File: config.mk
export PLATFORM = sky130hd
export DESIGN_NAME = rdrm_out
export DESIGN_NICKNAME = d
export VERILOG_FILES = /design/src/rtl/core/rdrm_pkg.sv /design/src/rtl/core/rdrm_out.sv
export SDC_FILE = /design/constraint.sdc
export NUM_CORES = 1
export LEC_CHECK = 0
export BUFFER_PORTS_ARGS = -buffer_cell sky130_fd_sc_hd__clkbuf_2
export CORE_MARGIN = 1
export CORE_UTILIZATION = 37
export DETAILED_ROUTE_END_ITERATION = 6
export GPL_TIMING_DRIVEN = 0
export PLACE_DENSITY = 0.84
export SYNTH_ARGS = -nofsm -noshare
export SYNTH_HDL_FRONTEND = slang
export SYNTH_SLANG_ARGS = --single-unit
File: constraint.sdc
create_clock -name clk -period 0.8 [get_ports clk]
set_input_delay 0.04 -clock clk [delete_from_list [all_inputs] [get_ports clk]]
set_output_delay 0.04 -clock clk [all_outputs]
set_load 0.03 [all_outputs]
File: src/rtl/core/rdrm_pkg.sv
`timescale 1ns / 1ps
package rdrm_pkg;

	localparam int RING_DEPTH_DEF = 512;
	localparam int ADDR_W         = 32;
	localparam int WORD_W         = 32;
	localparam int SLOT_W         = 9;
	localparam int LEN_W          = 14;
	localparam int BSIZE_W        = 20;

	localparam logic [BSIZE_W-1:0] BSIZE_RST = 20'd1536;

	localparam int OWN_BIT      = 31;
	localparam int END_RING_BIT = 26;
	// Runt (15), CRC (20), maximum length (21), jabber (22) and length (23) errors.
	localparam logic [WORD_W-1:0] ERR_MASK = 32'h00F0_8000;
	localparam logic [LEN_W-1:0]  CRC_LEN  = 14'd4;

	localparam logic CMD_POST    = 1'b0;
	localparam logic CMD_CONSUME = 1'b1;

	typedef enum logic [2:0] {
		ST_POSTED    = 3'd0,
		ST_FULL      = 3'd1,
		ST_DELIVERED = 3'd2,
		ST_DROPPED   = 3'd3,
		ST_NOT_READY = 3'd4,
		ST_EMPTY     = 3'd5
	} status_t;

	// Outcome of one item, handed from the index stage to the result stage.
	typedef struct packed {
		status_t           status;
		logic [SLOT_W-1:0] slot;
		logic [LEN_W-1:0]  length;
		logic [WORD_W-1:0] size_word;
	} dec_t;

endpackage

File: src/rtl/core/rdrm_out.sv
`timescale 1ns / 1ps
module rdrm_out (
	input  logic                         clk,
	input  logic                         arst_n,
	input  logic                         s2_valid,
	input  rdrm_pkg::dec_t               dec_s2,
	input  logic [rdrm_pkg::ADDR_W-1:0]  ram_rdata,
	output logic                         done,
	output logic [2:0]                   status,
	output logic [rdrm_pkg::SLOT_W-1:0]  slot,
	output logic [rdrm_pkg::ADDR_W-1:0]  frame_address,
	output logic [rdrm_pkg::LEN_W-1:0]   frame_length,
	output logic [rdrm_pkg::WORD_W-1:0]  size_word
);

	logic done_q;
	logic [2:0] status_q;
	logic [rdrm_pkg::SLOT_W-1:0] slot_q;
	logic [rdrm_pkg::ADDR_W-1:0] faddr_q;
	logic [rdrm_pkg::LEN_W-1:0] flen_q;
	logic [rdrm_pkg::WORD_W-1:0] size_q;
	logic has_addr;

	// Only a consumed slot carries its stored address.
	assign has_addr = (dec_s2.status == rdrm_pkg::ST_DELIVERED) ||
		(dec_s2.status == rdrm_pkg::ST_DROPPED);

	always_ff @(posedge clk or negedge arst_n) begin
		if (!arst_n) begin
			done_q <= 1'b0;
		end else begin
			done_q <= s2_valid;
		end
	end

	always_ff @(posedge clk) begin
		status_q <= dec_s2.status;
		slot_q   <= dec_s2.slot;
		faddr_q  <= has_addr ? ram_rdata : '0;
		flen_q   <= dec_s2.length;
		size_q   <= dec_s2.size_word;
	end

	assign done          = done_q;
	assign status        = status_q;
	assign slot          = slot_q;
	assign frame_address = faddr_q;
	assign frame_length  = flen_q;
	assign size_word     = size_q;

endmodule

==> flow_summary.yaml, run 1 <==
synth:
  synthCells: 129
  ys_top_cells_by_area: "sky130_fd_sc_hd__dfxtp_1, sky130_fd_sc_hd__and3b_1, sky130_fd_sc_hd__buf_4"
  synth-seq-cells: 91
  syn-cell-area_sq_mm: 0.00215
  ys_async_sr_fraction_pct: 1.10
  cell_taking_the_most_area_after_synthesis: "sky130_fd_sc_hd__dfxtp_1"
  portion_of_the_post_synthesis_area_used_by_sequential_elements_pct: 84.9
  yosysMostFrequentCell: "sky130_fd_sc_hd__dfxtp_1"
  number_of_warning_messages_in_the_yosys_log: 0
  edff_count_synth: 0
  yosys_most_used_dff: "sky130_fd_sc_hd__dfxtp_1"
  mappedNetlistNets: 222
  synth_top_cells_by_count: "sky130_fd_sc_hd__dfxtp_1, sky130_fd_sc_hd__and3b_1, sky130_fd_sc_hd__buf_4"
  synth_cell_type_count: 4
  mean_post_synth_cell_area_sq_um: 16.7
  netlist.area_leader.share_pct: 83.7
sta:
  grt_repair_worst_endpoint: "done"
  type_of_pin_the_worst_path_ends_at: "output port"
status:
  outcome: "stopped before the end"
  toolErrorMsg: "[ERROR GRT-0232] Routing congestion too high. Check the congestion heatmap in the GUI."
  stop_stage: "global routing"
floorplan:
  start_util_pct: 38.8
  num_rows: 27
  die_y_um: 78.3
  floorplan.die.width_um: 78.3
  pin_count: 184
place:
  place_congestion: 0.733
  dpl_worst_slack_ns: 0.127
  detailedPlacementHpwl_um: 4060
  port_buffers: 183
  number_of_placed_instances_with_taps_included: 384
clock_tree:
  postCtsSetupRepairBufs: 0
  clkSinkCount: 91
  clock_path_buffers: 2
  cts-root-buf: "sky130_fd_sc_hd__clkbuf_8"
  cts_buffers: 9
  clock_tree.htree_level_count: 3
grt:
  grt_remaining_overflow: 28
  grt_antenna_before_repair: 1
  grt_max_degree: 17
  grt_use_total_pct: 68.0
kinds of logic after synthesis:
group / count (synthesis) / synth area share (%)
flip-flops: 91 / 84.9
AND/OR/NAND/NOR: 32 / 13.0
buffers and inverters: 6 / 2.09
routing by layer:
layer / GRT overflow / track usage (%)
met1: 0 / 63.7
met2: 16 / 91.2
met3: 0 / 47.8
met4: 12 / 75.2
met5: 0 / 2.73
what timing repair did:
item                                    4_1_cts
hold buffers                                 93
endpoints found under the setup margin       91
hold endpoints to repair                     92
gates resized for setup                     262
stage by stage:
step                utilization (%)  area (sq um)  TNS, ns  hold WS (ns)
floorplan                         -          2150        0        -0.256
global placement               57.0          3160        0        -0.186
detailed placement             57.0          3160        0        -0.185
CTS                            93.8          5190    -6.07        0.0280
==> inputs of run 2 (changes only) <==
- CORE_UTILIZATION: 37 -> 25
- PLACE_DENSITY: 0.84 -> unset
- PLACE_DENSITY_LB_ADDON: unset -> 0.15
==> run 2 against run 1 <==
  * The flow now finishes, with violations (setup timing)
  * Synthesized cell count is the same
  * Synthesized area is the same
==> flow_summary.yaml, run 2 <==
status:
  outcome: "finished, violations left"
  violations: "setup timing"
cells_and_area:
  area_growth_syn_to_layout_pct: 149
  nets: 509
  layout_commonest_cell: "sky130_fd_sc_hd__dlygate4sd3_1"
  mostFrequentLayoutCells: "sky130_fd_sc_hd__dlygate4sd3_1, sky130_fd_sc_hd__clkbuf_2, sky130_fd_sc_hd__buf_8, sky130_fd_sc_hd__dfxtp_2, sky130_fd_sc_hd__and3b_1"
  instances_no_fill: 527
  layout_cells_sized_above_1_pct: 69.8
  finish.instance_area_sq_mm: 0.00536
setup_path:
  worstPathRequired_ns: 0.76
  arrival_ns: 0.89
  critPathMaxFanout: 1
  cp_cell_sequence: "buf_8"
  worst_path_dominant_cell_family: "flip-flops"
  cp_max_stage_cell: "sky130_fd_sc_hd__dfrtp_1"
  cp.buffers_inverters: 1
  crit_type: "reg -> out"
  cpPeakStageDelay_ns: 0.40
  setup.worst_path.start_class: "flip-flop"
  end_kind: "output port"
detailed_routing:
  antenna_left: 0
  detailedRoute.firstIterationViolations: 14
  route.detailed.wl_per_inst_um: 16.4
  drtPass1Iterations: 3
  route.final.wire_length_um: 8620
  drcViolationCount: 0
  vias: 2097
  post_drt_via_cell_ratio: 3.98
synth:
  synth_cell_type_count: 4
  syn-cell-area_sq_mm: 0.00215
  synthCells: 129
  mappedNetlistNets: 222
  portion_of_the_post_synthesis_area_used_by_sequential_elements_pct: 84.9
  cell_taking_the_most_area_after_synthesis: "sky130_fd_sc_hd__dfxtp_1"
  yosysMostFrequentCell: "sky130_fd_sc_hd__dfxtp_1"
  edff_count_synth: 0
  mean_post_synth_cell_area_sq_um: 16.7
  synth_top_cells_by_count: "sky130_fd_sc_hd__dfxtp_1, sky130_fd_sc_hd__and3b_1, sky130_fd_sc_hd__buf_4"
  synth-seq-cells: 91
  number_of_warning_messages_in_the_yosys_log: 0
  ys_async_sr_fraction_pct: 1.10
  netlist.area_leader.share_pct: 83.7
  ys_top_cells_by_area: "sky130_fd_sc_hd__dfxtp_1, sky130_fd_sc_hd__and3b_1, sky130_fd_sc_hd__buf_4"
  yosys_most_used_dff: "sky130_fd_sc_hd__dfxtp_1"
power_and_ir_drop:
  power.sequential.fraction_pct: 49.8
  total_power_mw: 9.94
  netSwitchingPower_mw: 2.59
  ir_drop_v: 0.000829
  p_int_mw: 7.35
  power.clock.fraction_pct: 31.6
  combPwrFrac_pct: 18.6
  fraction_of_power_spent_switching_nets_pct: 26.0
  p_leak_nw: 2.57
  power_density_mw_per_mm2: 1860
sta:
  final_min_period_over_clock_period_pct: 116
  timing.final.setup_violations: 91
  transition_time_at_the_pin_with_the_least_slew_margin_ns: 0.139
  max_slew_violation_count: 0
  timing.final.ws_setup_ns: -0.128
  finalCriticalPeriod_ns: 0.928
  rsz_0062_raised_after_global_routing: "true"
  max_clock_freq_ghz: 1.08
  maxSlewHeadroom_pct: 90.7
  timing.final.hold_violations: 0
worst_hold_path:
  hold-path-endpoint: "frame_address[0]"
  min-delay-start: "dec_s2[56]"
  number_of_instances_on_the_worst_hold_path: 2
  hold_path.class: "in -> reg"
grt:
  first_global_vias: 2309
  grt_max_degree: 17
  grt_antenna_before_repair: 1
  grt_remaining_overflow: 0
  grt_pass1_wl_um: 11600
  grt_use_total_pct: 17.8
floorplan:
  die_area_sq_mm: 0.00898
  num_rows: 33
  floorplan.core_area_sq_mm: 0.00826
  die_y_um: 94.8
  floorplan.die.width_um: 94.8
  pin_count: 184
  start_util_pct: 26.1
place:
  detailedPlacementHpwl_um: 4200
  place_congestion: 0.635
  number_of_placed_instances_with_taps_included: 417
  port_buffers: 183
  dpl_worst_slack_ns: 0.119
  dpl_cell_area_sq_mm: 0.00320
clock_tree:
  clock_tree.htree_level_count: 3
  cts.reportedPaths.clkPinSlew_ns: 0.10
  clkSinkCount: 91
  clock_path_buffers: 2
  cts-root-buf: "sky130_fd_sc_hd__clkbuf_8"
  cts_buffers: 9
  cts_tree: "yes"
run:
  max_cap_viol_count: 0
[run 2: cell counts after synthesis]
No cell type changed its count.
[run 2: through the flow]
step | hold WS [ns] | TNS [ns] | util [%]
6_report | 0.0525 | -4.61 | 64.8
4_1_cts | 0.0239 | -7.78 | 63.4
2_1_floorplan | -0.256 | 0 | -
3_5_place_dp | -0.184 | 0 | 38.7
5_1_grt | 0.0529 | -8.36 | 64.8
3_3_place_gp | -0.185 | 0 | 38.7
[run 2: power by group through the flow]
stage | clock [mW] | sequential, mW | combinational (mW)
after floorplan | 0 | 5.37 | 0.0938
after global placement | 0 | 4.91 | 1.01
after detailed placement | 0 | 4.91 | 1.01
after CTS | 3.23 | 4.88 | 1.71
after global routing | 3.45 | 4.97 | 1.92
final | 3.14 | 4.95 | 1.85
[run 2: what timing repair did]
| action | 4_1_cts | 5_1_grt |
|---|---|---|
| gates resized for setup | 268 | 95 |
| setup endpoints to repair | 91 | 91 |
| setup buffers | 0 | 0 |
| endpoints found under the hold margin | 92 | 0 |
| hold buffers | 93 | 0 |
[run 2: layer usage]
layer | track usage, % | wire (um) | vias up
met5 | 0 | 0 | -
met4 | 6.82 | 126 | 0
met3 | 5.80 | 749 | 12
met2 | 34.1 | 4630 | 115
met1 | 17.5 | 3120 | 972
li1 | - | - | 998
[run 2: area by class of cell]
type / instances / area, sq um
fill: 578 / 2900
antenna: 1 / 2.50
sequential: 91 / 1940
tap: 105 / 131
timing repair buffer: 276 / 2760
clock buffer: 10 / 128
clock inverter: 6 / 71.3
multi-input combinational: 32 / 280
buffer: 6 / 45.0
[run 2: worst max path at each step]
stage	startpoint	end	cells after the start	slack [ns]
after floorplan	done	done	0	0.29
after global placement	dec_s2[57]	frame_address[13]	3	0.13
after detailed placement	dec_s2[57]	frame_address[16]	3	0.12
after CTS	done	done	1	-0.15
after global routing	done	done	1	-0.18
final	done	done	1	-0.13
[run 2: logic make-up after synthesis]
kind of cell	after synthesis	synth area share [%]
buf+inv	6	2.09
simple gates	32	13.0
flops	91	84.9
(Power assumes the default switching activity.)
==> inputs of run 3 (changes only) <==
- CORE_MARGIN: 1 -> 2
- REMOVE_ABC_BUFFERS: unset -> 1
==> run 3 against run 2 <==
  * The run still ends with setup timing left
  * Final area down 1.5%
  * Die area rose by 4.3%
  * Critical path depth unchanged
  * First-iteration DRC count did not move
  * Global-route usage decreased by 1.4 points
  * Worst setup slack got worse by 0.012 ns
  * Routed wire length shrank 8.9%
  * Largest cell class unchanged
==> flow_summary.yaml, run 3 (synthesized netlist as in run 2, its figures left out) <==
status:
  outcome: "finished, violations left"
  violations: "setup timing"
power_and_ir_drop:
  fraction_of_power_spent_switching_nets_pct: 27.1
  power.clock.fraction_pct: 30.2
  power_density_mw_per_mm2: 1840
  power.sequential.fraction_pct: 51.2
  p_leak_nw: 2.53
  total_power_mw: 9.68
  ir_drop_v: 0.000883
  p_int_mw: 7.05
  netSwitchingPower_mw: 2.62
  combPwrFrac_pct: 18.6
detailed_routing:
  top_signal_layer_used: "met4"
  dr_wl_met3_um: 690
  route.final.wire_length_um: 7850
  drcViolationCount: 0
  detailedRoute.firstIterationViolations: 14
  wl_met2_um: 4040
  vias: 2038
  drtPass1Iterations: 4
  route.detailed.wl_per_inst_um: 15.2
  post_drt_via_cell_ratio: 3.93
  drt-met1-wl_um: 3000
  antenna_left: 0
setup_path:
  cpPeakStageDelay_ns: 0.41
  crit_type: "reg -> out"
  worstSetupStartpoint: "done"
  cp_max_stage_cell: "sky130_fd_sc_hd__dfrtp_1"
  arrival_ns: 0.90
  path_depth: 1
  cp_cell_sequence: "buf_8"
  setup.worst_path.start_class: "flip-flop"
  worstPathRequired_ns: 0.76
  end_kind: "output port"
  critPathMaxFanout: 1
  cp.buffers_inverters: 1
  worst_path_dominant_cell_family: "flip-flops"
floorplan:
  pin_count: 184
  floorplan.core_area_sq_mm: 0.00830
  die_area_sq_mm: 0.00937
  start_util_pct: 25.9
  die_y_um: 96.8
  num_rows: 33
  floorplan.die.width_um: 96.8
cells_and_area:
  layout_cells_sized_above_1_pct: 69.7
  layout_commonest_cell: "sky130_fd_sc_hd__clkbuf_2"
  diodes: 0
  fillCellCount: 589
  mostFrequentLayoutCells: "sky130_fd_sc_hd__clkbuf_2, sky130_fd_sc_hd__dlygate4sd3_1, sky130_fd_sc_hd__buf_8, sky130_fd_sc_hd__dfxtp_2, sky130_fd_sc_hd__and3b_1"
  nets: 501
  area_growth_syn_to_layout_pct: 145
clock_tree:
  cts_buffers: 9
  clock_tree.htree_level_count: 3
  clock_path_buffers: 2
  cts.reportedPaths.clkPinSlew_ns: 0.10
  cts-root-buf: "sky130_fd_sc_hd__clkbuf_8"
  cts_tree: "yes"
  postCtsSetupRepairBufs: 0
  clkSinkCount: 91
sta:
  rsz_0062_raised_after_global_routing: "true"
  max_clock_freq_ghz: 1.06
  setup-tns-final_ns: -4.91
  finalCriticalPeriod_ns: 0.940
  transition_time_at_the_pin_with_the_least_slew_margin_ns: 0.497
  max_slew_violation_count: 0
  timing.final.hold_violations: 0
  maxSlewHeadroom_pct: 66.9
  timing.final.ws_setup_ns: -0.140
  timing.final.setup_violations: 91
  final_min_period_over_clock_period_pct: 118
grt:
  grt_antenna_before_repair: 0
  grt_use_total_pct: 16.4
  first_global_vias: 2184
  grt_pass1_wl_um: 11900
  grt_remaining_overflow: 0
  grt_max_degree: 34
place:
  place_congestion: 0.722
  detailedPlacementHpwl_um: 3820
  port_buffers: 183
  dpl_worst_slack_ns: -0.0296
worst_hold_path:
  hold_path.class: "in -> reg"
  number_of_instances_on_the_worst_hold_path: 1
  min-delay-start: "dec_s2[57]"
run:
  max_cap_viol_count: 0
-- run 3: cell types whose count changed in the layout (fill, tap and decap cells not counted), sizes merged --
cell,previous run,this run
buf,97,91
bufinv,1,0
clkinvlp,2,1
diode,1,0
dlygate4sd3,93,91
inv,2,4
-- run 3: path summary, 6_finish.rpt --
check                       endpoint
worst max-delay path            done
worst min-delay path       status[2]
max in group asynchronous       done
min in group asynchronous       done
-- run 3: per-layer routing --
metal	vias up	GRT usage [%]
li1	977	-
met1	923	18.1
met2	125	29.2
met3	13	5.78
met4	0	5.85
met5	-	0
-- run 3: stage by stage --
step	area [sq um]	util, %	hold slack (ns)	cells
3_5_place_dp	3150	38.0	-0.184	411
5_1_grt	5270	63.5	0.210	518
2_1_floorplan	2110	-	-0.256	123
3_3_place_gp	3150	38.0	-0.186	411
4_1_cts	5150	62.1	0.163	518
6_report	5270	63.5	0.160	518
-- run 3: repair_timing --
action                     in CTS  in global routing
cloned                          0                  0
hold buffers                   91                  0
hold endpoints to repair       90                  0
gates resized for setup       266                 97
setup endpoints to repair      91                 91
-- run 3: power by group through the flow --
| stage | Combinational, mW | Clock (mW) | Sequential, mW |
|---|---|---|---|
| floorplan | 0.0566 | 0 | 5.37 |
| global placement | 0.986 | 0 | 4.91 |
| detailed placement | 0.986 | 0 | 4.91 |
| CTS | 1.67 | 3.03 | 4.88 |
| global route | 1.87 | 3.25 | 4.97 |
| finish | 1.80 | 2.93 | 4.95 |
-- run 3: layout make-up --
class	count	area (sq um)	area share, %
multi-input cells	32	280	5.32
repair buffers	274	2740	51.9
flip-flops and latches	91	1940	36.8
clock buffers	10	128	2.42
clock inverters	6	56.3	1.07
well taps	105	131	2.49
==> inputs of run 4 (changes only) <==
- ABC_AREA: unset -> 1
- CELL_PAD_IN_SITES_DETAIL_PLACEMENT: unset -> 1
- CELL_PAD_IN_SITES_GLOBAL_PLACEMENT: unset -> 1
==> run 4 against run 3 <==
  * The flow still finishes with violations (setup timing)
  * Routed wire length increased by 25%
  * Die area increased by 1.5%
  * Sequential share of layout area fell by 0.43 points
  * Via count is 4.9% higher
  * Final area up 1.2%
  * Synthesized area is 1.6% higher
  * Sequential power about the same
  * Highest routed layer is now met5
==> flow_summary.yaml, run 4 <==
synth:
  cell_taking_the_most_area_after_synthesis: "sky130_fd_sc_hd__dfxtp_1"
  syn-cell-area_sq_mm: 0.00219
  synth-seq-cells: 91
  synth-xor-area-share_pct: 0
  synth.area.mux_share_pct: 0
  mean_post_synth_cell_area_sq_um: 13.7
  edff_count_synth: 0
  synth_cell_type_count: 7
  yosysMostFrequentCell: "sky130_fd_sc_hd__dfxtp_1"
  synth_compound_gate_area_share_pct: 0
  ys_top_cells_by_area: "sky130_fd_sc_hd__dfxtp_1, sky130_fd_sc_hd__nor2_2, sky130_fd_sc_hd__inv_1"
  portion_of_the_post_synthesis_area_used_by_sequential_elements_pct: 83.6
  netlist.area_leader.share_pct: 82.4
  yosys_most_used_dff: "sky130_fd_sc_hd__dfxtp_1"
  post_synth_fa_ha_maj_area_fraction_pct: 0
  ys_async_sr_fraction_pct: 1.10
  synthCells: 160
  synth_top_family_by_area: "simple AND/OR/NAND/NOR gates"
  number_of_warning_messages_in_the_yosys_log: 0
  synth_top_cells_by_count: "sky130_fd_sc_hd__dfxtp_1, sky130_fd_sc_hd__inv_1, sky130_fd_sc_hd__nor2_2"
  post_synth_and_or_nand_nor_area_fraction_pct: 9.22
sta:
  final_min_period_over_clock_period_pct: 118
  rsz_0062_raised_after_global_routing: "true"
  max_clock_freq_ghz: 1.06
  max_slew_violation_count: 0
  finalCriticalPeriod_ns: 0.941
  worst_hold_slack_ns: 0.279
  transition_time_at_the_pin_with_the_least_slew_margin_ns: 0.526
  maxSlewHeadroom_pct: 64.9
  timing.final.ws_setup_ns: -0.141
  timing.final.hold_violations: 0
  timing.final.setup_violations: 91
detailed_routing:
  drtPass1Iterations: 4
  detailedRoute.firstIterationViolations: 18
  antenna_left: 0
  vias: 2138
  route.final.wire_length_um: 9790
  post_drt_via_cell_ratio: 3.85
  drcViolationCount: 0
  route.detailed.wl_per_inst_um: 17.6
floorplan:
  floorplan.core_area_sq_mm: 0.00859
  num_rows: 34
  floorplan.die.width_um: 97.5
  pin_count: 184
  die_area_sq_mm: 0.00951
  start_util_pct: 25.4
  die_y_um: 97.5
place:
  number_of_placed_instances_with_taps_included: 448
  place_congestion: 0.704
  detailedPlacementHpwl_um: 4450
  port_buffers: 183
grt:
  first_global_vias: 2442
  grt_antenna_before_repair: 1
  grt_use_total_pct: 19.4
  grt_max_degree: 33
  grt_pass1_wl_um: 14100
  grt_remaining_overflow: 0
cells_and_area:
  area_growth_syn_to_layout_pct: 144
  layout_commonest_cell: "sky130_fd_sc_hd__dlygate4sd3_1"
  layout_cells_sized_above_1_pct: 71.2
  instances_no_fill: 556
  mostFrequentLayoutCells: "sky130_fd_sc_hd__dlygate4sd3_1, sky130_fd_sc_hd__clkbuf_2, sky130_fd_sc_hd__buf_8, sky130_fd_sc_hd__dfxtp_2, sky130_fd_sc_hd__inv_1"
  diodes: 0
  nets: 537
  fillCellCount: 864
clock_tree:
  cts_tree: "yes"
  clock_tree.htree_level_count: 3
  clock_path_buffers: 2
  cts_buffers: 9
  clkSinkCount: 91
  cts.reportedPaths.clkPinSlew_ns: 0.09
  cts-root-buf: "sky130_fd_sc_hd__clkbuf_8"
  postCtsSetupRepairBufs: 0
run:
  max_cap_viol_count: 0
setup_path:
  arrival_ns: 0.90
  crit_type: "reg -> out"
  critPathMaxFanout: 1
  cp.buffers_inverters: 1
  setup.worst_path.start_class: "flip-flop"
  cp_cell_sequence: "buf_8"
  end_kind: "output port"
  worstPathRequired_ns: 0.76
  worst_path_dominant_cell_family: "flip-flops"
  cp_max_stage_cell: "sky130_fd_sc_hd__dfrtp_1"
  cpPeakStageDelay_ns: 0.41
worst_hold_path:
  hold_path.class: "in -> reg"
status:
  violations: "setup timing"
  outcome: "finished, violations left"
power_and_ir_drop:
  total_power_mw: 9.68
  p_leak_nw: 2.54
  power_density_mw_per_mm2: 1810
  ir_drop_v: 0.000865
## run 4: cell count changes in the layout (fill, tap and decap cells not counted)
cell	delta
sky130_fd_sc_hd__nor2_2	+30
sky130_fd_sc_hd__clkinvlp_4	+2
sky130_fd_sc_hd__nor2_1	+2
sky130_fd_sc_hd__inv_8	-2
sky130_fd_sc_hd__clkbuf_1	-1
sky130_fd_sc_hd__and3b_1	-32
sky130_fd_sc_hd__nand2_4	+1
sky130_fd_sc_hd__dlygate4sd3_1	+2
sky130_fd_sc_hd__inv_1	+33
## run 4: repair_timing
action,in CTS,in global routing
pin swaps,0,0
setup endpoints to repair,91,114
hold endpoints to repair,92,0
hold buffers,93,0
gates resized for setup,272,92
## run 4: layout make-up
cell class,instances,area [sq um],area share (%)
Sequential cell,91,1940,36.4
Inverter,33,124,2.32
Clock inverter,6,48.8,0.915
Multi-Input combinational cell,33,206,3.87
Timing Repair Buffer,276,2760,51.7
Clock buffer,9,124,2.32
Tap cell,108,135,2.53
## run 4: cells by family (layout without fill, tap and decap cells)
group | after synthesis | after routing
buf+inv | 36 | 324
flops | 91 | 91
simple gates | 33 | 33
## run 4: metal layers
layer / track usage, % / wire, um
met5: 0 / 11
met4: 7.91 / 290
met3: 6.91 / 875
met2: 33.8 / 5090
met1: 21.4 / 3530
## run 4: stage by stage
step	worst slack [ns]	utilization, %	TNS, ns	area [sq um]
5_1_grt	-0.167	62.1	-7.93	5340
3_3_place_gp	-0.304	37.3	-8.25	3200
6_report	-0.141	62.1	-5.00	5340
3_5_place_dp	-0.336	37.3	-8.56	3200
4_1_cts	-0.140	60.7	-7.72	5220
2_1_floorplan	-0.0139	-	-0.0278	2150
## run 4: power by group
part / total, mW / switching [mW] / internal, mW
logic: 1.88 / 0.828 / 1.05
registers: 4.96 / 0.162 / 4.80
clock network: 2.84 / 1.70 / 1.14
## run 4: path summary, 6_finish.rpt
check / slack, ns / cells past startpoint / endpoint / startpoint
max: -0.14 / 1 / done / done
min: 0.28 / 3 / frame_address[6] / dec_s2[56]
max in group asynchronous: 0.17 / 3 / done / arst_n
min in group asynchronous: 0.53 / 3 / done / arst_n
