## src/rtl/core/rdrm_pkg.sv

```systemverilog
`timescale 1ns / 1ps
package rdrm_pkg;

	localparam int RING_DEPTH_DEF = 512;
	localparam int ADDR_W         = 32;
	localparam int WORD_W         = 32;
	localparam int SLOT_W         = 9;
	localparam int LEN_W          = 14;
	localparam int BSIZE_W        = 20;

	localparam logic [BSIZE_W-1:0] BSIZE_RST = 20'd1536;

	localparam int OWN_BIT      = 31;
	localparam int END_RING_BIT = 26;
	// Runt (15), CRC (20), maximum length (21), jabber (22) and length (23) errors.
	localparam logic [WORD_W-1:0] ERR_MASK = 32'h00F0_8000;
	localparam logic [LEN_W-1:0]  CRC_LEN  = 14'd4;

	localparam logic CMD_POST    = 1'b0;
	localparam logic CMD_CONSUME = 1'b1;

	typedef enum logic [2:0] {
		ST_POSTED    = 3'd0,
		ST_FULL      = 3'd1,
		ST_DELIVERED = 3'd2,
		ST_DROPPED   = 3'd3,
		ST_NOT_READY = 3'd4,
		ST_EMPTY     = 3'd5
	} status_t;

	// Outcome of one item, handed from the index stage to the result stage.
	typedef struct packed {
		status_t           status;
		logic [SLOT_W-1:0] slot;
		logic [LEN_W-1:0]  length;
		logic [WORD_W-1:0] size_word;
	} dec_t;

endpackage

```

## src/rtl/core/rdrm_ctrl.sv

```systemverilog
`timescale 1ns / 1ps
module rdrm_ctrl #(
	parameter int RING_DEPTH = rdrm_pkg::RING_DEPTH_DEF
) (
	input  logic                            clk,
	input  logic                            arst_n,
	input  logic                            s1_valid,
	input  logic                            cmd_s1,
	input  logic [rdrm_pkg::ADDR_W-1:0]     baddr_s1,
	input  logic [rdrm_pkg::WORD_W-1:0]     dstat_s1,
	input  logic [rdrm_pkg::BSIZE_W-1:0]    buf_size,
	output logic                            ram_we,
	output logic [$clog2(RING_DEPTH)-1:0]   ram_waddr,
	output logic [rdrm_pkg::ADDR_W-1:0]     ram_wdata,
	output logic                            ram_re,
	output logic [$clog2(RING_DEPTH)-1:0]   ram_raddr,
	output logic                            s2_valid,
	output rdrm_pkg::dec_t                  dec_s2
);

	localparam int IDX_W = $clog2(RING_DEPTH);
	localparam logic [IDX_W-1:0] LAST_IDX = IDX_W'(RING_DEPTH - 1);

	logic [IDX_W-1:0] prod_q, cons_q, prod_nxt, cons_nxt;
	logic [IDX_W-1:0] prod_inc, cons_inc;
	logic [rdrm_pkg::LEN_W-1:0] len;
	logic drop;
	rdrm_pkg::dec_t dec;

	assign prod_inc = (prod_q == LAST_IDX) ? '0 : prod_q + IDX_W'(1);
	assign cons_inc = (cons_q == LAST_IDX) ? '0 : cons_q + IDX_W'(1);
	assign len      = dstat_s1[rdrm_pkg::LEN_W-1:0];
	assign drop     = (len < rdrm_pkg::CRC_LEN) || (|(dstat_s1 & rdrm_pkg::ERR_MASK));

	assign ram_waddr = prod_q;
	assign ram_wdata = baddr_s1;
	assign ram_raddr = cons_q;

	always_comb begin
		prod_nxt      = prod_q;
		cons_nxt      = cons_q;
		ram_we        = 1'b0;
		ram_re        = 1'b0;
		dec.status    = rdrm_pkg::ST_POSTED;
		dec.slot      = rdrm_pkg::SLOT_W'(prod_q);
		dec.length    = '0;
		dec.size_word = '0;
		unique case (cmd_s1)
			rdrm_pkg::CMD_POST: begin
				if (prod_inc == cons_q) begin
					dec.status = rdrm_pkg::ST_FULL;
				end else begin
					ram_we        = s1_valid;
					prod_nxt      = prod_inc;
					dec.size_word = rdrm_pkg::WORD_W'(buf_size);
					dec.size_word[rdrm_pkg::END_RING_BIT] = (prod_q == LAST_IDX);
				end
			end
			rdrm_pkg::CMD_CONSUME: begin
				dec.slot = rdrm_pkg::SLOT_W'(cons_q);
				if (dstat_s1[rdrm_pkg::OWN_BIT]) begin
					dec.status = rdrm_pkg::ST_NOT_READY;
				end else if (prod_q == cons_q) begin
					dec.status = rdrm_pkg::ST_EMPTY;
				end else begin
					ram_re   = s1_valid;
					cons_nxt = cons_inc;
					if (drop) begin
						dec.status = rdrm_pkg::ST_DROPPED;
					end else begin
						dec.status = rdrm_pkg::ST_DELIVERED;
						dec.length = len - rdrm_pkg::CRC_LEN;
					end
				end
			end
			default: begin
			end
		endcase
	end

	always_ff @(posedge clk or negedge arst_n) begin
		if (!arst_n) begin
			prod_q   <= '0;
			cons_q   <= '0;
			s2_valid <= 1'b0;
		end else begin
			s2_valid <= s1_valid;
			if (s1_valid) begin
				prod_q <= prod_nxt;
				cons_q <= cons_nxt;
			end
		end
	end

	always_ff @(posedge clk) begin
		dec_s2 <= dec;
	end

endmodule

```

## config.mk

```make
export PLATFORM = sky130hd
export DESIGN_NAME = rdrm_ctrl
export DESIGN_NICKNAME = d
export VERILOG_FILES = /design/src/rtl/core/rdrm_pkg.sv /design/src/rtl/core/rdrm_ctrl.sv
export SDC_FILE = /design/constraint.sdc
export NUM_CORES = 1
export LEC_CHECK = 0
export BUFFER_PORTS_ARGS = -buffer_cell sky130_fd_sc_hd__buf_4
export CAP_MARGIN = 25
export CORE_MARGIN = 1
export CORE_UTILIZATION = 35
export DETAILED_ROUTE_END_ITERATION = 16
export HOLD_SLACK_MARGIN = 0.02
export PLACE_DENSITY = 0.67
export SYNTH_ARGS = -nofsm -noshare
export SYNTH_HDL_FRONTEND = slang
export SYNTH_SLANG_ARGS = --single-unit
```

## constraint.sdc

```tcl
create_clock -name clk -period 8 [get_ports clk]
set_input_delay 0.4 -clock clk [delete_from_list [all_inputs] [get_ports clk]]
set_output_delay 0.4 -clock clk [all_outputs]
set_load 0.005 [all_outputs]
```

==> Word level (Yosys, flattened, before mapping) <==
Index checks and enable logic that the tools add are counted.
Widths: inputs -> output; s select.
{ "word_totals": {"ff_bits": 77, "input_bits": 88, "output_inout_bits": 111} }
{ "classes": {"eq_ne": 4, "n_reduce_logical": 6, "bitwise": 4, "mux": 16, "order_cmp": 1, "addsub": 3} }
{ "ops": {"columns": ["op", "count"], "rows": [
  ["$mux 14", 3],
  ["$mux 23", 1],
  ["$add 9x1->9 const B", 2],
  ["$eq 9x9->1", 2],
  ["$eq 9x9->1 const B", 2],
  ["$mux 9", 2],
  ["$lt 14x3->1 const B", 1],
  ["$sub 14x3->14 const B", 1],
  ["$mux 1", 7],
  ["$mux 3", 2],
  ["$pmux 3 s2", 1],
  ["$reduce_or 5->1", 1],
  ["$not 1->1", 4],
  ["$reduce_and 4->1", 1],
  ["$reduce_or 4->1", 1],
  ["$reduce_and 3->1", 1],
  ["$reduce_or 2->1", 1],
  ["$logic_or 1x1->1", 1]
]} }

==> Logic depth before layout (Yosys ltp) <==
Gate-level depths: netlist of run 1.
{ "logic_depth": {"word_depth": 6, "mapped_depth": 14, "mapped_depth_nobuf": 12} }

==> Worst setup path before layout of run 1 <==
OpenSTA, ideal clock, no wires.
{ "synth_path": {"kind": "register to output", "from": "register prod_q[1] (netlist: ram_waddr[1])", "to": "output ram_we", "path_buffers": 2, "setup_slack_ps": 4709, "path_stages_with_launch": 13, "t_arrival_ps": 2891, "cell_sequence": "dfrtp_1 > ha_1 > nand3_2 > nor2_1 > and3_1 > ha_1 > clkbuf_1 > or4b_1 > o311ai_0 > nand4_2 > o311ai_4 > buf_6 > inv_1"} }
{ "synth_via": {"elab_chain_cells": 5} }
{ "synth_rtl": {"columns": ["element", "line_no", "rtl"], "rows": [
  ["from (decl)", "rdrm_ctrl.sv:24", "logic [IDX_W-1:0] prod_q, cons_q, prod_nxt, cons_nxt;"],
  ["from (signal assigned)", "rdrm_ctrl.sv:89", "prod_q <= prod_nxt;"],
  ["$add 9x1->9 or $eq 9x9->1 (tied branches)", "rdrm_ctrl.sv:30", "assign prod_inc = (prod_q == LAST_IDX) ? '0 : prod_q + IDX_W'(1);"],
  ["$mux 9 (*)", "rdrm_ctrl.sv:30", null],
  ["$eq 9x9->1 (*)", "rdrm_ctrl.sv:50", "if (prod_inc == cons_q) begin"],
  ["$mux 1 (*)", "rdrm_ctrl.sv:50", null],
  ["$mux 1 (*)", "rdrm_ctrl.sv:48", "unique case (cmd_s1)"],
  ["to (decl)", "rdrm_ctrl.sv:12", "output logic ram_we,"]
]} }
Mark *: on every way between the ends. The rest lies on a longest branch, timed or not.

==> Worst setup path in the final report of run 1 <==
{ "layout_path": {"from": "register prod_q[0] (netlist: ram_waddr[0])", "to": "output ram_we"} }
The elaborated chain is that of the path after synthesis.

==> impl_metrics.py, run 1 <==
metrics = {
    "power_and_ir_drop": {
        "power.ir.vdd_worst_v": 0.0000868,
        "power_density_mw_per_mm2": 255,
        "power_leakage_uw": 0.00186,
    },
    "timing": {
        "worst_clock_skew_ps": 7.65,
        "drv_slew": 0,
        "timing.fmax_mhz": 216,
        "grt_setup_unrepaired": "no",
        "final_hold_viol_count": 0,
        "tns_ps": 0,
        "period_share_pct": 58.0,
        "timing.final.setup_violations": 0,
        "worst_slew_margin_rel_pct": 35.9,
        "timing.hold.ws_ps": 210,
        "finalWorstPathRequiredPeriod_ps": 4640,
        "worst-slew-pin-transition_ps": 958,
    },
    "global_routing": {
        "grt_first_pass_wirelength_um": 12000,
        "grt_remaining_overflow": 0,
        "grt_usage_pct": 15.8,
        "first_global_vias": 2480,
        "grt_antenna_before_repair": 0,
        "grt_start_max_net_pins": 21,
    },
    "synthesis": {
        "netlist_instances": 347,
        "post_synth.cell_area_avg_um2": 9.47,
        "synth.ff_latch_count": 66,
        "number_of_enable_flip_flop_cells_after_synthesis": 0,
        "ys_async_sr_fraction_pct": 28.8,
        "syn_area_mm2": 0.00328,
        "synth_compound_area_share_pct": 9.79,
        "synth_top_family_by_area": "simple AND/OR/NAND/NOR gates",
        "synth.yosys.seq_area_share_pct": 43.1,
        "synth-main-ff-cell": "sky130_fd_sc_hd__dfxtp_1",
        "synth_cell_types": 52,
        "synthXorXnorAreaFrac_pct": 6.40,
        "post_synth_mux_area_share_pct": 5.07,
        "synthSimpleGateAreaFrac_pct": 19.0,
        "yosys_warnings": 0,
        "synth_fa_ha_area_share_pct": 1.90,
    },
    "worst_setup_path": {
        "cp.buffers_inverters": 2,
        "r2r.worst_path.cells": 12,
        "critical-path-top-delay-family": "compound AO/OA/AOI/OAI gates",
        "path_class": "reg2out",
        "path_cells": "ha_1 > nand3_2 > nor2_1 > and3_1 > ha_1 > mux2i_1 > mux2i_1 > a211oi_1 > nand4_2 > o311ai_4 > inv_1 > buf_4",
        "cp.depth": 12,
        "worst-endpoint-required_ps": 7600,
        "critical-path-slowest-cell": "sky130_fd_sc_hd__o311ai_4",
        "startpoint_type": "register",
        "rrSetupSlack_ps": 3840,
        "worst_path_largest_cell_delay_ps": 690,
        "critical_path_peak_fanout": 20,
        "cp_data_arrival_time_ps": 4240,
        "cp-end-kind": "output pin",
        "reg2reg_from": "ram_waddr[0]",
        "crit-reg2reg-capture": "dec_s2[8]",
    },
    "routing": {
        "totalWireLength_um": 7690,
        "wl_per_cell_um": 14.5,
        "vias_per_cell": 4.78,
        "drcViolationCount": 0,
        "drt_first_iter_violations": 87,
        "antenna_violating_nets_post_route": 0,
        "drt_pass1_iterations": 4,
        "vias": 2535,
    },
    "floorplanning": {
        "die_width_um": 98.9,
        "floorplan.die_area_mm2": 0.00978,
        "design.core.area_mm2": 0.00889,
        "initial_core_util_pct": 36.9,
        "floorplan.die.height_um": 98.9,
        "io_pins": 199,
        "rows": 34,
    },
    "clock_network": {
        "cts.path.max_buffers": 2,
        "cts_post_setup_buffers_inserted": 0,
        "clk_pin_slew_ps": 70,
        "clk-insertion-delay-late_ps": 340,
        "cts_resized": 0,
        "tritoncts": "done",
        "cts.root.buffer_cell": "sky130_fd_sc_hd__clkbuf_8",
        "cts_bufs_inserted": 9,
        "cts_hold_buffers": 1,
        "clock_tree.htree_level_count": 3,
        "tritoncts_num_sinks": 66,
    },
    "cells_and_area": {
        "number_of_antenna_diodes": 0,
        "ff_latch_area_mm2": 0.00142,
        "syn2layout_area_growth_pct": 23.5,
        "mostFrequentLayoutCell": "sky130_fd_sc_hd__buf_4",
        "total_area_of_multi_input_combinational_cells_mm2": 0.00143,
        "drive_gt1_share_pct": 35.3,
        "final.fill_count": 849,
        "design.final.nets": 510,
        "mostFrequentLayoutCells": "111 x sky130_fd_sc_hd__buf_4, 47 x sky130_fd_sc_hd__dfxtp_1, 35 x sky130_fd_sc_hd__nor2_1",
    },
    "place": {
        "io_buffer_count": 111,
        "global_placement_routability_congestion": 0.792,
        "hpwlAfterDp_um": 5700,
    },
    "min_path": {
        "timing.hold.worst.class": "in2reg",
        "worstHoldPathCells": 1,
        "worst_hold_startpoint": "s1_valid",
        "holdPathEnd": "s2_valid",
    },
    "job": {
        "max_cap_violations": 0,
    },
    "status": {
        "status": "finished clean",
    },
}
-- how the worst max path moves through the flow --
stage                  from      to  slack (ps)
4_1_cts        ram_waddr[0]  ram_we        3320
5_1_grt        ram_waddr[0]  ram_we        2920
2_1_floorplan  ram_waddr[1]  ram_we        4710
3_3_place_gp   ram_waddr[0]  ram_we        3830
3_5_place_dp   ram_waddr[0]  ram_we        3710
6_report       ram_waddr[0]  ram_we        3360
-- through the flow --
| step | utilization, % | instance area, µm² | power [µW] | std cells | setup WS [ps] |
|---|---|---|---|---|---|
| after floorplan | - | 3320 | 657 | 357 | 4710 |
| after global placement | 43.3 | 3850 | 750 | 513 | 3830 |
| after detailed placement | 43.3 | 3850 | 759 | 513 | 3710 |
| after CTS | 45.6 | 4060 | 1050 | 530 | 3320 |
| after global routing | 45.6 | 4060 | 1100 | 530 | 2920 |
| final | 45.6 | 4060 | 1030 | 530 | 3360 |
-- flip-flops by register name (all words and copies together), names as in the netlist --
signal and flops:
s2_valid 1, dec_s2 47, ram_raddr 9, ram_waddr 9
-- layout make-up --
cell class                 instances  area share (%)
multi-input combinational        218            35.1
sequential                        66            34.9
timing repair buffer             112            20.8
tap                              108            3.33
clock buffer                       9            3.05
clock inverter                     7            1.88
inverter                          10           0.925
-- cell families after synthesis --
kind of cell,Yosys count
fa+ha+maj,5
flops,66
xor+xnor,24
other cells,1
mux,15
buf+inv,73
compound gates,47
simple gates,116
-- synthesized netlist by cell type, types with 7 or more instances --
master	n	area (µm²)
sky130_fd_sc_hd__nor3_1	7	35.0
sky130_fd_sc_hd__xnor2_1	17	149
sky130_fd_sc_hd__inv_1	10	37.5
sky130_fd_sc_hd__dfxtp_1	47	941
sky130_fd_sc_hd__buf_2	7	35.0
sky130_fd_sc_hd__and2_1	21	131
sky130_fd_sc_hd__dfrtp_1	19	475
sky130_fd_sc_hd__nand2_1	13	48.8
sky130_fd_sc_hd__buf_4	44	330
sky130_fd_sc_hd__o21ai_0	20	100
sky130_fd_sc_hd__xor2_1	7	61.3
sky130_fd_sc_hd__nor2_1	35	131
sky130_fd_sc_hd__and3_1	9	56.3
sky130_fd_sc_hd__mux2_2	13	146
-- metal layers --
layer / track usage, % / routed length, µm / part of all wire [%]
met1: 18.7 / 3100 / 40
met2: 25.9 / 3800 / 49
met3: 3.26 / 501 / 6.5
met4: 11.0 / 289 / 3.8
met5: 0 / 0 / 0
-- report_power, final --
part	switching, µW	leakage [µW]	total, µW	internal [µW]
logic	127	0.00112	296	169
clock network	136	0.000105	283	147
registers	76.1	0.000634	456	379
total	339	0.00186	1030	695
-- worst reg2reg max path, cell delays in order (launching register included) --
cell and delay, ps:
sky130_fd_sc_hd__dfrtp_1 570, sky130_fd_sc_hd__ha_1 300, sky130_fd_sc_hd__nand3_2 200, sky130_fd_sc_hd__nor2_1 190, sky130_fd_sc_hd__and3_1 180, sky130_fd_sc_hd__ha_1 630
sky130_fd_sc_hd__inv_1 290, sky130_fd_sc_hd__a21o_1 240, sky130_fd_sc_hd__a21boi_0 180, sky130_fd_sc_hd__o32a_1 240, sky130_fd_sc_hd__nor3_1 100, sky130_fd_sc_hd__nor2_1 760
sky130_fd_sc_hd__and2_1 230
No activity file was read; power rests on OpenSTA's default activity.
==> run 2, diff against run 1 <==
Clock period 8 ns to 4.7 ns, I/O delays scaled along.
==> run 2 against run 1 <==
Design area is 0.62% higher. Critical path type unchanged. Core utilization is 0.28 points higher. Via count is 0.55% lower. Die area stayed put. Critical endpoint unchanged. Critical path depth stayed put. Largest power group unchanged.
==> impl_metrics.py, run 2 (same netlist as run 1, synthesis figures left out) <==
metrics = {
    "timing": {
        "period_share_pct": 90.2,
        "timing.final.setup_violations": 0,
        "timing.hold.ws_ps": 81.3,
        "grt_setup_unrepaired": "no",
        "worst_clock_skew_ps": 5.23,
        "final_hold_viol_count": 0,
        "worst-slew-pin-transition_ps": 724,
        "tns_ps": 0,
        "finalWorstPathRequiredPeriod_ps": 4240,
        "timing.fmax_mhz": 236,
        "worst_slew_margin_rel_pct": 51.6,
        "drv_slew": 0,
    },
    "cells_and_area": {
        "largest_reg_flops": 47,
        "number_of_antenna_diodes": 0,
        "design.final.nets": 513,
        "mostFrequentLayoutCells": "113 x sky130_fd_sc_hd__buf_4, 47 x sky130_fd_sc_hd__dfxtp_1, 35 x sky130_fd_sc_hd__nor2_1",
        "syn2layout_area_growth_pct": 24.3,
        "drive_gt1_share_pct": 35.5,
        "mostFrequentLayoutCell": "sky130_fd_sc_hd__buf_4",
        "registers.top_by_ff_count": "dec_s2",
    },
    "power_and_ir_drop": {
        "power_frac_clock_pct": 27.7,
        "power_leakage_uw": 0.00188,
        "power_switching_share_pct": 32.9,
        "power_uw": 1770,
        "comb_power_share_pct": 28.8,
        "power_density_mw_per_mm2": 433,
        "power_report.internal_total_uw": 1190,
        "fraction_of_power_consumed_by_sequential_logic_pct": 43.6,
        "power.ir.vdd_worst_v": 0.000151,
        "net-switching-power_uw": 581,
    },
    "global_routing": {
        "first_global_vias": 2290,
        "grt_first_pass_wirelength_um": 11300,
        "grt_usage_pct": 15.2,
        "grt_antenna_before_repair": 0,
        "grt_remaining_overflow": 0,
        "grt_start_max_net_pins": 21,
    },
    "min_path": {
        "timing.hold.worst.class": "in2reg",
        "worst_hold_startpoint": "buf_size[10]",
    },
    "routing": {
        "vias": 2521,
        "drt_pass1_iterations": 4,
        "drcViolationCount": 0,
        "totalWireLength_um": 7560,
        "antenna_violating_nets_post_route": 0,
        "vias_per_cell": 4.73,
        "wl_per_cell_um": 14.2,
        "drt_first_iter_violations": 84,
    },
    "job": {
        "max_cap_violations": 0,
    },
    "worst_setup_path": {
        "worst_path_largest_cell_delay_ps": 690,
        "reg2reg_from": "ram_waddr[0]",
        "critical-path-slowest-cell": "sky130_fd_sc_hd__o311ai_4",
        "cp.buffers_inverters": 2,
        "path_class": "reg2out",
        "startpoint_type": "register",
        "critPathLaunch": "ram_waddr[0]",
        "path_cells": "ha_1 > nand3_2 > nor2_1 > and3_1 > ha_1 > mux2i_1 > mux2i_1 > a211oi_1 > nand4_2 > o311ai_4 > inv_1 > buf_4",
        "critical-path-top-delay-family": "compound AO/OA/AOI/OAI gates",
        "cp-end-kind": "output pin",
        "critical_path_peak_fanout": 16,
        "cp_data_arrival_time_ps": 4010,
        "worst-endpoint-required_ps": 4470,
    },
    "floorplanning": {
        "design.core.area_mm2": 0.00889,
        "io_pins": 199,
        "die_width_um": 98.9,
        "floorplan.die_area_mm2": 0.00978,
        "rows": 34,
        "floorplan.die.height_um": 98.9,
        "initial_core_util_pct": 36.9,
    },
    "clock_network": {
        "clk-insertion-delay-late_ps": 350,
        "clock_tree.htree_level_count": 3,
        "cts_hold_buffers": 2,
        "tritoncts_num_sinks": 66,
        "clk_pin_slew_ps": 80,
        "cts.root.buffer_cell": "sky130_fd_sc_hd__clkbuf_8",
        "cts_post_setup_buffers_inserted": 0,
        "cts.path.max_buffers": 2,
        "cts_resized": 0,
        "tritoncts": "done",
        "cts_bufs_inserted": 9,
    },
    "place": {
        "hpwlAfterDp_um": 5640,
        "io_buffer_count": 111,
        "global_placement_routability_congestion": 0.779,
    },
    "status": {
        "status": "finished clean",
    },
}
==> run 2: cell count changes in the layout (fill, tap and decap cells not counted) <==
cell,delta
sky130_fd_sc_hd__dlygate4sd3_1,+1
sky130_fd_sc_hd__buf_4,+2
==> run 2: worst paths after layout <==
path / to / slack, ps / cells past startpoint
worst max-delay path: ram_we / 460 / 12
worst min-delay path: dec_s2[10] / 80 / 2
worst max register to register: ram_waddr[1] / 780 / 11
worst min register to register: dec_s2[54] / 650 / 1
max in group asynchronous: ram_raddr[8] / 4180 / 2
min in group asynchronous: ram_raddr[2] / 310 / 2
==> run 2: area by class of cell <==
cell class | instances | area [µm²]
Timing Repair Buffer | 115 | 868
Sequential cell | 66 | 1420
Tap cell | 108 | 135
Multi-Input combinational cell | 218 | 1430
Clock buffer | 9 | 124
Clock inverter | 7 | 76.3
Inverter | 10 | 37.5
Fill cell | 864 | 4810
==> run 2: through the flow <==
step	setup WS [ps]	utilization, %	instances	area, µm²
after floorplan	1550	-	357	3320
after global placement	913	43.4	515	3860
after detailed placement	780	43.4	515	3860
after CTS	410	45.9	533	4080
after global routing	30.1	45.9	533	4080
final	459	45.9	533	4080
==> run 2: power by group through the flow <==
| stage | registers (µW) | clock network [µW] | logic (µW) |
|---|---|---|---|
| 6_report | 769 | 489 | 508 |
| 5_1_grt | 787 | 528 | 559 |
| 4_1_cts | 770 | 504 | 515 |
| 3_5_place_dp | 783 | 0 | 513 |
| 3_3_place_gp | 781 | 0 | 498 |
| 2_1_floorplan | 715 | 0 | 404 |
==> run 2: metal layers <==
| layer | share of wire (%) | track usage, % | up-vias |
|---|---|---|---|
| met2 | 48 | 24.0 | 81 |
| met1 | 42 | 18.1 | 1148 |
| li1 | - | - | 1256 |
| met5 | 0 | 0 | - |
| met4 | 4.3 | 11.6 | 0 |
| met3 | 5.8 | 3.26 | 36 |
==> run 2: worst reg2reg max path: stages, from the launching register on <==
cell and delay (ps):
sky130_fd_sc_hd__dfrtp_1 550, sky130_fd_sc_hd__ha_1 310, sky130_fd_sc_hd__nand3_2 200, sky130_fd_sc_hd__nor2_1 190, sky130_fd_sc_hd__and3_1 170, sky130_fd_sc_hd__ha_1 460
sky130_fd_sc_hd__mux2i_1 240, sky130_fd_sc_hd__mux2i_1 90, sky130_fd_sc_hd__a211oi_1 320, sky130_fd_sc_hd__nand4_2 180, sky130_fd_sc_hd__o311ai_4 690, sky130_fd_sc_hd__mux2_2 410
==> run 3, diff against run 2 <==
Settings changed: PLACE_DENSITY 0.67 to 0.7.
Clock period 4.7 ns to 3.7 ns, I/O delays scaled along.
==> run 3 against run 2 <==
Core utilization grew 1.6 points. Critical path depth grew 1. Design area grew 3.5%. Setup slack lost 160 ps. First-iteration DRC count grew 8.3%. Clock skew grew 6.1 ps. Total power grew 31%. Routed wire length grew 4.6%. Cell count grew 3.0%. Worst hold slack lost 53 ps. Sequential cell count is the same. Highest routed layer unchanged.
==> impl_metrics.py, run 3 (same netlist as run 1, synthesis figures left out) <==
metrics = {
    "place": {
        "hpwlAfterDp_um": 5890,
        "global_placement_routability_congestion": 0.841,
        "io_buffer_count": 111,
        "placement.setup.worst_slack_ps": 231,
    },
    "timing": {
        "drv_slew": 0,
        "final.setup.worst_slack_ps": 297,
        "finalWorstPathRequiredPeriod_ps": 3400,
        "worst_slew_margin_rel_pct": 60.0,
        "worst-slew-pin-transition_ps": 599,
        "grt_setup_unrepaired": "no",
        "period_share_pct": 92.0,
        "final_hold_viol_count": 0,
        "tns_ps": 0,
        "timing.final.setup_violations": 0,
        "timing.fmax_mhz": 294,
        "worst_clock_skew_ps": 11.3,
    },
    "clock_network": {
        "clk-insertion-delay-late_ps": 350,
        "cts.root.buffer_cell": "sky130_fd_sc_hd__clkbuf_8",
        "cts.path.max_buffers": 2,
        "tritoncts": "done",
        "tritoncts_num_sinks": 66,
        "cts_bufs_inserted": 9,
        "cts_post_setup_buffers_inserted": 0,
        "clk_pin_slew_ps": 80,
        "clock_tree.htree_level_count": 3,
    },
    "status": {
        "status": "finished clean",
    },
    "floorplanning": {
        "initial_core_util_pct": 36.9,
        "die_width_um": 98.9,
        "io_pins": 199,
        "floorplan.die_area_mm2": 0.00978,
        "design.core.area_mm2": 0.00889,
        "floorplan.die.height_um": 98.9,
        "rows": 34,
    },
    "power_and_ir_drop": {
        "power_report.internal_total_uw": 1550,
        "power_density_mw_per_mm2": 546,
        "net-switching-power_uw": 754,
        "power_switching_share_pct": 32.7,
        "power.ir.vdd_worst_v": 0.000201,
        "fraction_of_power_consumed_by_sequential_logic_pct": 40.9,
        "comb_power_share_pct": 32.4,
        "power_frac_clock_pct": 26.7,
        "power_leakage_uw": 0.00194,
    },
    "routing": {
        "vias_per_cell": 4.84,
        "wl_per_cell_um": 14.4,
        "dr_wl_met3_um": 440,
        "drt_pass1_iterations": 4,
        "drt-met1-wl_um": 3220,
        "dr_wl_met2_um": 3990,
        "top_signal_layer_used": "met4",
        "totalWireLength_um": 7910,
        "drcViolationCount": 0,
        "drt_first_iter_violations": 91,
        "vias": 2658,
        "antenna_violating_nets_post_route": 0,
    },
    "worst_setup_path": {
        "cp_data_arrival_time_ps": 3220,
        "worst_path_largest_cell_delay_ps": 470,
        "critical-path-top-cell-by-count": "sky130_fd_sc_hd__buf_4",
        "cp-end-kind": "output pin",
        "worst-endpoint-required_ps": 3510,
        "startpoint_type": "register",
        "cp.buffers_inverters": 3,
        "critical-path-top-delay-family": "compound AO/OA/AOI/OAI gates",
        "path_class": "reg2out",
        "critical-path-slowest-cell": "sky130_fd_sc_hd__o311ai_4",
        "path_cells": "ha_1 > nand3_2 > nor2_1 > and3_1 > ha_2 > buf_4 > nor2b_1 > mux2i_1 > a211oi_1 > nand4_2 > o311ai_4 > inv_1 > buf_4",
        "critical_path_peak_fanout": 11,
    },
    "cells_and_area": {
        "mostFrequentLayoutCells": "123 x sky130_fd_sc_hd__buf_4, 47 x sky130_fd_sc_hd__dfxtp_1, 34 x sky130_fd_sc_hd__nor2_1",
        "syn2layout_area_growth_pct": 28.6,
        "final.fill_count": 841,
        "design.final.nets": 529,
        "largest_reg_flops": 47,
        "registers.top_by_ff_count": "dec_s2",
        "mostFrequentLayoutCell": "sky130_fd_sc_hd__buf_4",
        "number_of_antenna_diodes": 0,
        "drive_gt1_share_pct": 37.2,
    },
    "global_routing": {
        "first_global_vias": 2589,
        "grt_first_pass_wirelength_um": 12400,
        "grt_remaining_overflow": 0,
        "grt_start_max_net_pins": 21,
        "grt_usage_pct": 16.4,
        "grt_antenna_before_repair": 0,
    },
    "min_path": {
        "timing.hold.worst.class": "in2reg",
    },
    "job": {
        "max_cap_violations": 0,
    },
}
-- run 3: final timing paths --
check	depth (start not counted)	start	slack, ps	end
worst max-delay path	13	ram_waddr[0]	300	ram_we
worst min-delay path	2	buf_size[13]	30	dec_s2[13]
worst max register to register	12	ram_waddr[0]	550	ram_waddr[1]
worst min register to register	1	ram_waddr[8]	650	dec_s2[54]
max in group asynchronous	2	arst_n	3220	ram_waddr[4]
min in group asynchronous	2	arst_n	250	ram_waddr[3]
-- run 3: per-stage QoR --
step                hold WS, ps  total power, µW  util, %  std cells  instance area (µm²)
global placement           85.0             1670     44.3        525                 3940
finish                     28.7             2310     47.5        549                 4220
global route               20.6             2450     47.5        549                 4220
floorplan                  -111             1420        -        357                 3320
detailed placement         81.1             1700     44.3        525                 3940
CTS                        21.2             2330     47.2        547                 4200
-- run 3: routing by layer --
layer,track usage [%],up-vias
li1,-,1287
met1,18.6,1252
met2,27.8,89
met3,4.11,30
met4,10.1,0
met5,0,-
-- run 3: repair_timing --
action | 4_1_cts | 5_1_grt
hold buffers | 6 | 2
setup endpoints to repair | 0 | 21
resized for setup | 0 | 3
hold endpoints to repair | 24 | 2
-- run 3: cell type report --
type / instances / area, µm² / share of cell area [%]
repair buffers: 131 / 1000 / 23.8
multi-input cells: 218 / 1430 / 33.9
well taps: 108 / 135 / 3.20
flip-flops and latches: 66 / 1420 / 33.6
clock buffers: 9 / 124 / 2.93
inverters: 10 / 37.5 / 0.889
clock inverters: 7 / 76.3 / 1.81
-- run 3: power groups by stage --
stage,clock network [µW],logic (µW),registers (µW)
final,617,747,943
after global routing,661,823,961
after CTS,630,753,942
after detailed placement,0,746,958
after global placement,0,720,953
after floorplan,0,513,908
